File: config.mk
export PLATFORM = sky130hd
export DESIGN_NAME = mtl_merge
export DESIGN_NICKNAME = d
export VERILOG_FILES = /design/src/mtl_pkg.sv /design/src/mtl_merge.sv
export SDC_FILE = /design/constraint.sdc
export NUM_CORES = 1
export LEC_CHECK = 0
export BUFFER_PORTS_ARGS = -buffer_cell sky130_fd_sc_hd__clkbuf_2
export CORE_AREA = 4 4 200 202
export CTS_CLUSTER_DIAMETER = 80
export DETAILED_ROUTE_END_ITERATION = 8
export DIE_AREA = 0 0 204 206
export GPL_TIMING_DRIVEN = 1
export PLACE_DENSITY = 0.52
export RECOVER_POWER = 25
export SETUP_SLACK_MARGIN = 0.02
export SYNTH_ARGS = -nofsm -noshare
export SYNTH_HDL_FRONTEND = slang
export SYNTH_SLANG_ARGS = --single-unit
export TNS_END_PERCENT = 1
File: constraint.sdc
create_clock -name clk -period 0.9 [get_ports clk]
set_input_delay 0.09 -clock clk [delete_from_list [all_inputs] [get_ports clk]]
set_output_delay 0.09 -clock clk [all_outputs]
set_load 0.01 [all_outputs]
File: src/mtl_pkg.sv
// ----------------------------------------------------------------------------
// mtl_pkg
// Shared constants, lane control bundle and tempering function for the
// multi-lane MT19937 generator.
// ----------------------------------------------------------------------------
package mtl_pkg;

  localparam int unsigned WORD_W      = 32;
  localparam int unsigned TABLE_WORDS = 624;
  localparam int unsigned SHIFT_DIST  = 397;
  localparam int unsigned FAR_WRAP    = TABLE_WORDS - SHIFT_DIST;
  localparam int unsigned ADDR_W      = $clog2(TABLE_WORDS);
  localparam int unsigned OUT_FIELDS  = 8;
  localparam int unsigned SEL_W       = 3;
  localparam int unsigned IN_DATA_W   = 40;
  localparam int unsigned OUT_DATA_W  = OUT_FIELDS * WORD_W;

  localparam logic [WORD_W-1:0] INIT_MULT  = 32'h6c078965;
  localparam logic [WORD_W-1:0] TWIST_XOR  = 32'h9908b0df;
  localparam logic [WORD_W-1:0] TEMPER_B   = 32'h9d2c5680;
  localparam logic [WORD_W-1:0] TEMPER_C   = 32'hefc60000;
  localparam logic [WORD_W-1:0] UPPER_BIT  = 32'h80000000;
  localparam logic [WORD_W-1:0] LOWER_BITS = 32'h7fffffff;

  // input kind carried on tuser
  localparam logic FUNC_DRAW = 1'b0;
  localparam logic FUNC_SEED = 1'b1;

  // control bundle broadcast from the sequencer to every lane
  typedef struct packed {
    logic              seed_load;
    logic              seed_from_index;
    logic [WORD_W-1:0] seed_value;
    logic              seed_write;
    logic [ADDR_W-1:0] seed_addr;
    logic              prime;
    logic              twist_issue;
    logic [ADDR_W-1:0] twist_addr;
    logic [ADDR_W-1:0] rd_addr_a;
    logic [ADDR_W-1:0] rd_addr_b;
  } ctl_t;

  function automatic logic [WORD_W-1:0] temper(input logic [WORD_W-1:0] w);
    logic [WORD_W-1:0] y;
    y = w;
    y = y ^ (y >> 11);
    y = y ^ ((y << 7) & TEMPER_B);
    y = y ^ ((y << 15) & TEMPER_C);
    y = y ^ (y >> 18);
    return y;
  endfunction

endpackage

File: src/mtl_merge.sv
// ----------------------------------------------------------------------------
// mtl_merge
// Output stage: packs the lane words into one result register.
// ----------------------------------------------------------------------------
module mtl_merge #(
  parameter int unsigned LANES = 8
) (
  input  logic                                  clk,
  input  logic                                  rst,
  input  logic [LANES-1:0][mtl_pkg::WORD_W-1:0] words,
  input  logic                                  load,
  output logic                                  room,
  output logic                                  m_tvalid,
  input  logic                                  m_tready,
  output logic [mtl_pkg::OUT_DATA_W-1:0]        m_tdata
);
  import mtl_pkg::*;

  logic [OUT_DATA_W-1:0] packed_words;

  for (genvar k = 0; k < OUT_FIELDS; k++) begin : g_field
    if (k < LANES) begin : g_used
      assign packed_words[k*WORD_W +: WORD_W] = words[k];
    end else begin : g_zero
      assign packed_words[k*WORD_W +: WORD_W] = '0;
    end
  end

  assign room = !m_tvalid || m_tready;

  always_ff @(posedge clk) begin
    if (rst) begin
      m_tvalid <= 1'b0;
    end else if (load) begin
      m_tvalid <= 1'b1;
    end else if (m_tready) begin
      m_tvalid <= 1'b0;
    end
  end

  always_ff @(posedge clk) begin
    if (load) begin
      m_tdata <= packed_words;
    end
  end

endmodule
==> impl_metrics.ini <==
[finish]
num-nets-final = 1358
n_fill_cell = 3533
drive_above_1_share_pct = 52.2
area.growth.synth_to_final_pct = 90.0
final-instance-count-excl-fill = 1640

[power]
power.static_leakage_uw = 0.00632
p_per_area_nw_per_um2 = 1980
peakVddDrop_v = 0.00162

[synth]
syn-num-nets = 520
post_synth_inst_count = 260
seq_area_frac_synth_pct = 99.7
synthesis.area_per_instance_um2 = 29.7
synthesis.yosys.warnings = 0
yosys_cell_types = 5
post_synth_instance_area_um2 = 7730
ys_ff_latch = 257

[floorplanning]
floorplan.die.height_um = 206
start_util_pct = 20.2
placeableCoreArea_um2 = 38300
die_area_um2 = 42000
placement_rows = 72
die_w_um = 204
floorplan.io_pins = 518

[setup_path]
crit_family = flip-flops
worst_setup_path_end_kind = output port
ff2ff_setup_slack_ns = 0.31
max_stage_delay_ns = 0.45
critical_path.n_buffers_inverters = 1
path_class = reg -> out
timing.critical_path.from_type = register
cp_cell_sequence = clkbuf_2
crit_fanout = 1
crit_path_top_delay_cell = edfxtp_1
critical_path_arrival_ns = 1.16
worstPathRequired_ns = 0.81

[routing]
antenna_violating_nets_post_route = 0
via_count = 5934
wl_per_instance_um = 16.3
drc = 0
detailedRoute.firstIterationViolations = 194
post_drt_via_cell_ratio = 3.62
drt_pass1_iterations = 5
postRouteWirelength_um = 26700

[cts]
ctsHoldBuffers = 258
clkSinkCount = 257
tritoncts.num_buffers = 28
cts_htree_levels = 1
post_cts_buffers = 0
clk_latency_ns = 0.53
ctsLongestPathBuffers = 3
cts_tree = yes
clock-root-buffer = clkbuf_16
clkTransAtPathRegs_ns = 0.06

[place]
finalWeightedCongestion = 0.757
post-place-cells = 1328
detailed_place_hpwl_um = 19100
portBuffers = 517
place_worst_setup_slack_ns = -0.0431

[sta]
final_max_slew_viol_count = 0
finalCritPeriodShare_pct = 138
slew_headroom_pct = 64.4
setup_total_negative_slack_ns = -61.15
rsz0062_at_grt = true
maxClockFrequency_ghz = 0.802
layout_setup_ws_ns = -0.346
final_skew_ns = 0
final-hold-violation-count = 1
worst_hold_slack_ns = -0.172
finalSetupViolations = 264
worst_pin_slew_ns = 0.535
crit_path_time_final_ns = 1.25

[global_route]
grt_remaining_overflow = 0
first_pass_grt_wire_length_um = 37800
grt_max_degree = 24
grt_usage_pct = 11.7
grt_pass1_vias = 6568
number_of_antenna_violations_at_the_first_check_in_global_routing = 6

[flow_run]
maxCapViolations = 0

[status]
status = finished, violations left
failed_checks = negative hold slack, negative setup slack

[hold_path]
worst_hold_path_type = in -> reg
==> power breakdown <==
group | switching [uW] | total [uW] | internal (uW)
sequential | 279 | 14500 | 14200
combinational | 1570 | 3350 | 1780
clock | 4550 | 11200 | 6700
total | 6400 | 29100 | 22700
==> logic make-up (layout without fill, tap and decap cells) <==
logic type             after synthesis  after routing  share of synthesized area (%)
DFF                                257            257                           99.7
AOI/OAI and AO/OA                    1              1                          0.113
and+or+nand+nor                      1              1                          0.178
buffers and inverters                1            858                         0.0485
other                                0              5                              0
==> per-layer routing <==
metal | global-route usage, % | up-vias | wire, um
li1 | - | 2753 | -
met1 | 12.7 | 2813 | 9650
met2 | 21.2 | 318 | 13700
met3 | 4.30 | 48 | 2600
met4 | 3.88 | 2 | 675
met5 | 0 | - | 7
==> path summary, 6_finish.rpt <==
kind | to | from | cells after the start
max | m_tdata[162] | m_tdata[162] | 1
min | m_tvalid | m_tready | 3
max reg2reg | m_tvalid | m_tvalid | 2
min reg2reg | m_tvalid | m_tvalid | 2
==> cell usage in the layout (no fill, tap or decap) <==
cell | netlist | final
a21oi_2 | 1 | 1
buf_12 | 0 | 1
buf_2 | 0 | 21
buf_4 | 0 | 6
buf_6 | 0 | 2
bufinv_16 | 0 | 3
clkbuf_1 | 0 | 12
clkbuf_16 | 0 | 29
clkbuf_2 | 0 | 506
clkbuf_4 | 0 | 2
clkbuf_8 | 0 | 2
clkinv_1 | 0 | 7
clkinv_2 | 0 | 3
clkinv_4 | 0 | 1
clkinv_8 | 0 | 1
clkinvlp_4 | 0 | 3
dfxtp_2 | 0 | 1
diode_2 | 0 | 5
dlygate4sd3_1 | 0 | 257
dlymetal6s4s_1 | 0 | 1
edfxtp_1 | 256 | 256
inv_1 | 1 | 1
nand2b_4 | 1 | 1
==> cells in the mapped netlist (all sizes together) <==
cell type | count | share of area [%]
a21oi | 1 | 0.11
dfxtp | 1 | 0.26
edfxtp | 256 | 99
inv | 1 | 0.048
nand2b | 1 | 0.18
==> area by class of cell <==
class / count / area [um^2] / area share (%)
multi-input combinational: 2 / 22.5 / 0.153
inverter: 1 / 3.75 / 0.0255
clock buffer: 31 / 733 / 4.99
sequential: 257 / 7710 / 52.4
antenna: 5 / 12.5 / 0.0851
tap: 518 / 648 / 4.41
clock inverter: 18 / 179 / 1.22
timing repair buffer: 808 / 5390 / 36.7
==> through the flow <==
step / utilization (%) / total power [uW] / hold slack, ns / cell area, um^2
2_1_floorplan: - / 15300 / 0.152 / 7730
3_3_place_gp: 29.6 / 17200 / 0.254 / 11300
3_5_place_dp: 29.6 / 17300 / 0.269 / 11300
4_1_cts: 38.7 / 29600 / -0.208 / 14800
5_1_grt: 38.4 / 30300 / -0.185 / 14700
6_report: 38.4 / 29100 / -0.172 / 14700
==> repair_timing <==
item                       in CTS  in global routing
gates resized for setup         5                 27
hold endpoints to repair      262                  1
setup endpoints to repair     258                264
==> registers in the layout, summed over array words and instances, names as in the netlist <==
signal,flops
m_tvalid,1
m_tdata,256
Note: power is estimated with default switching activity, not from simulation.
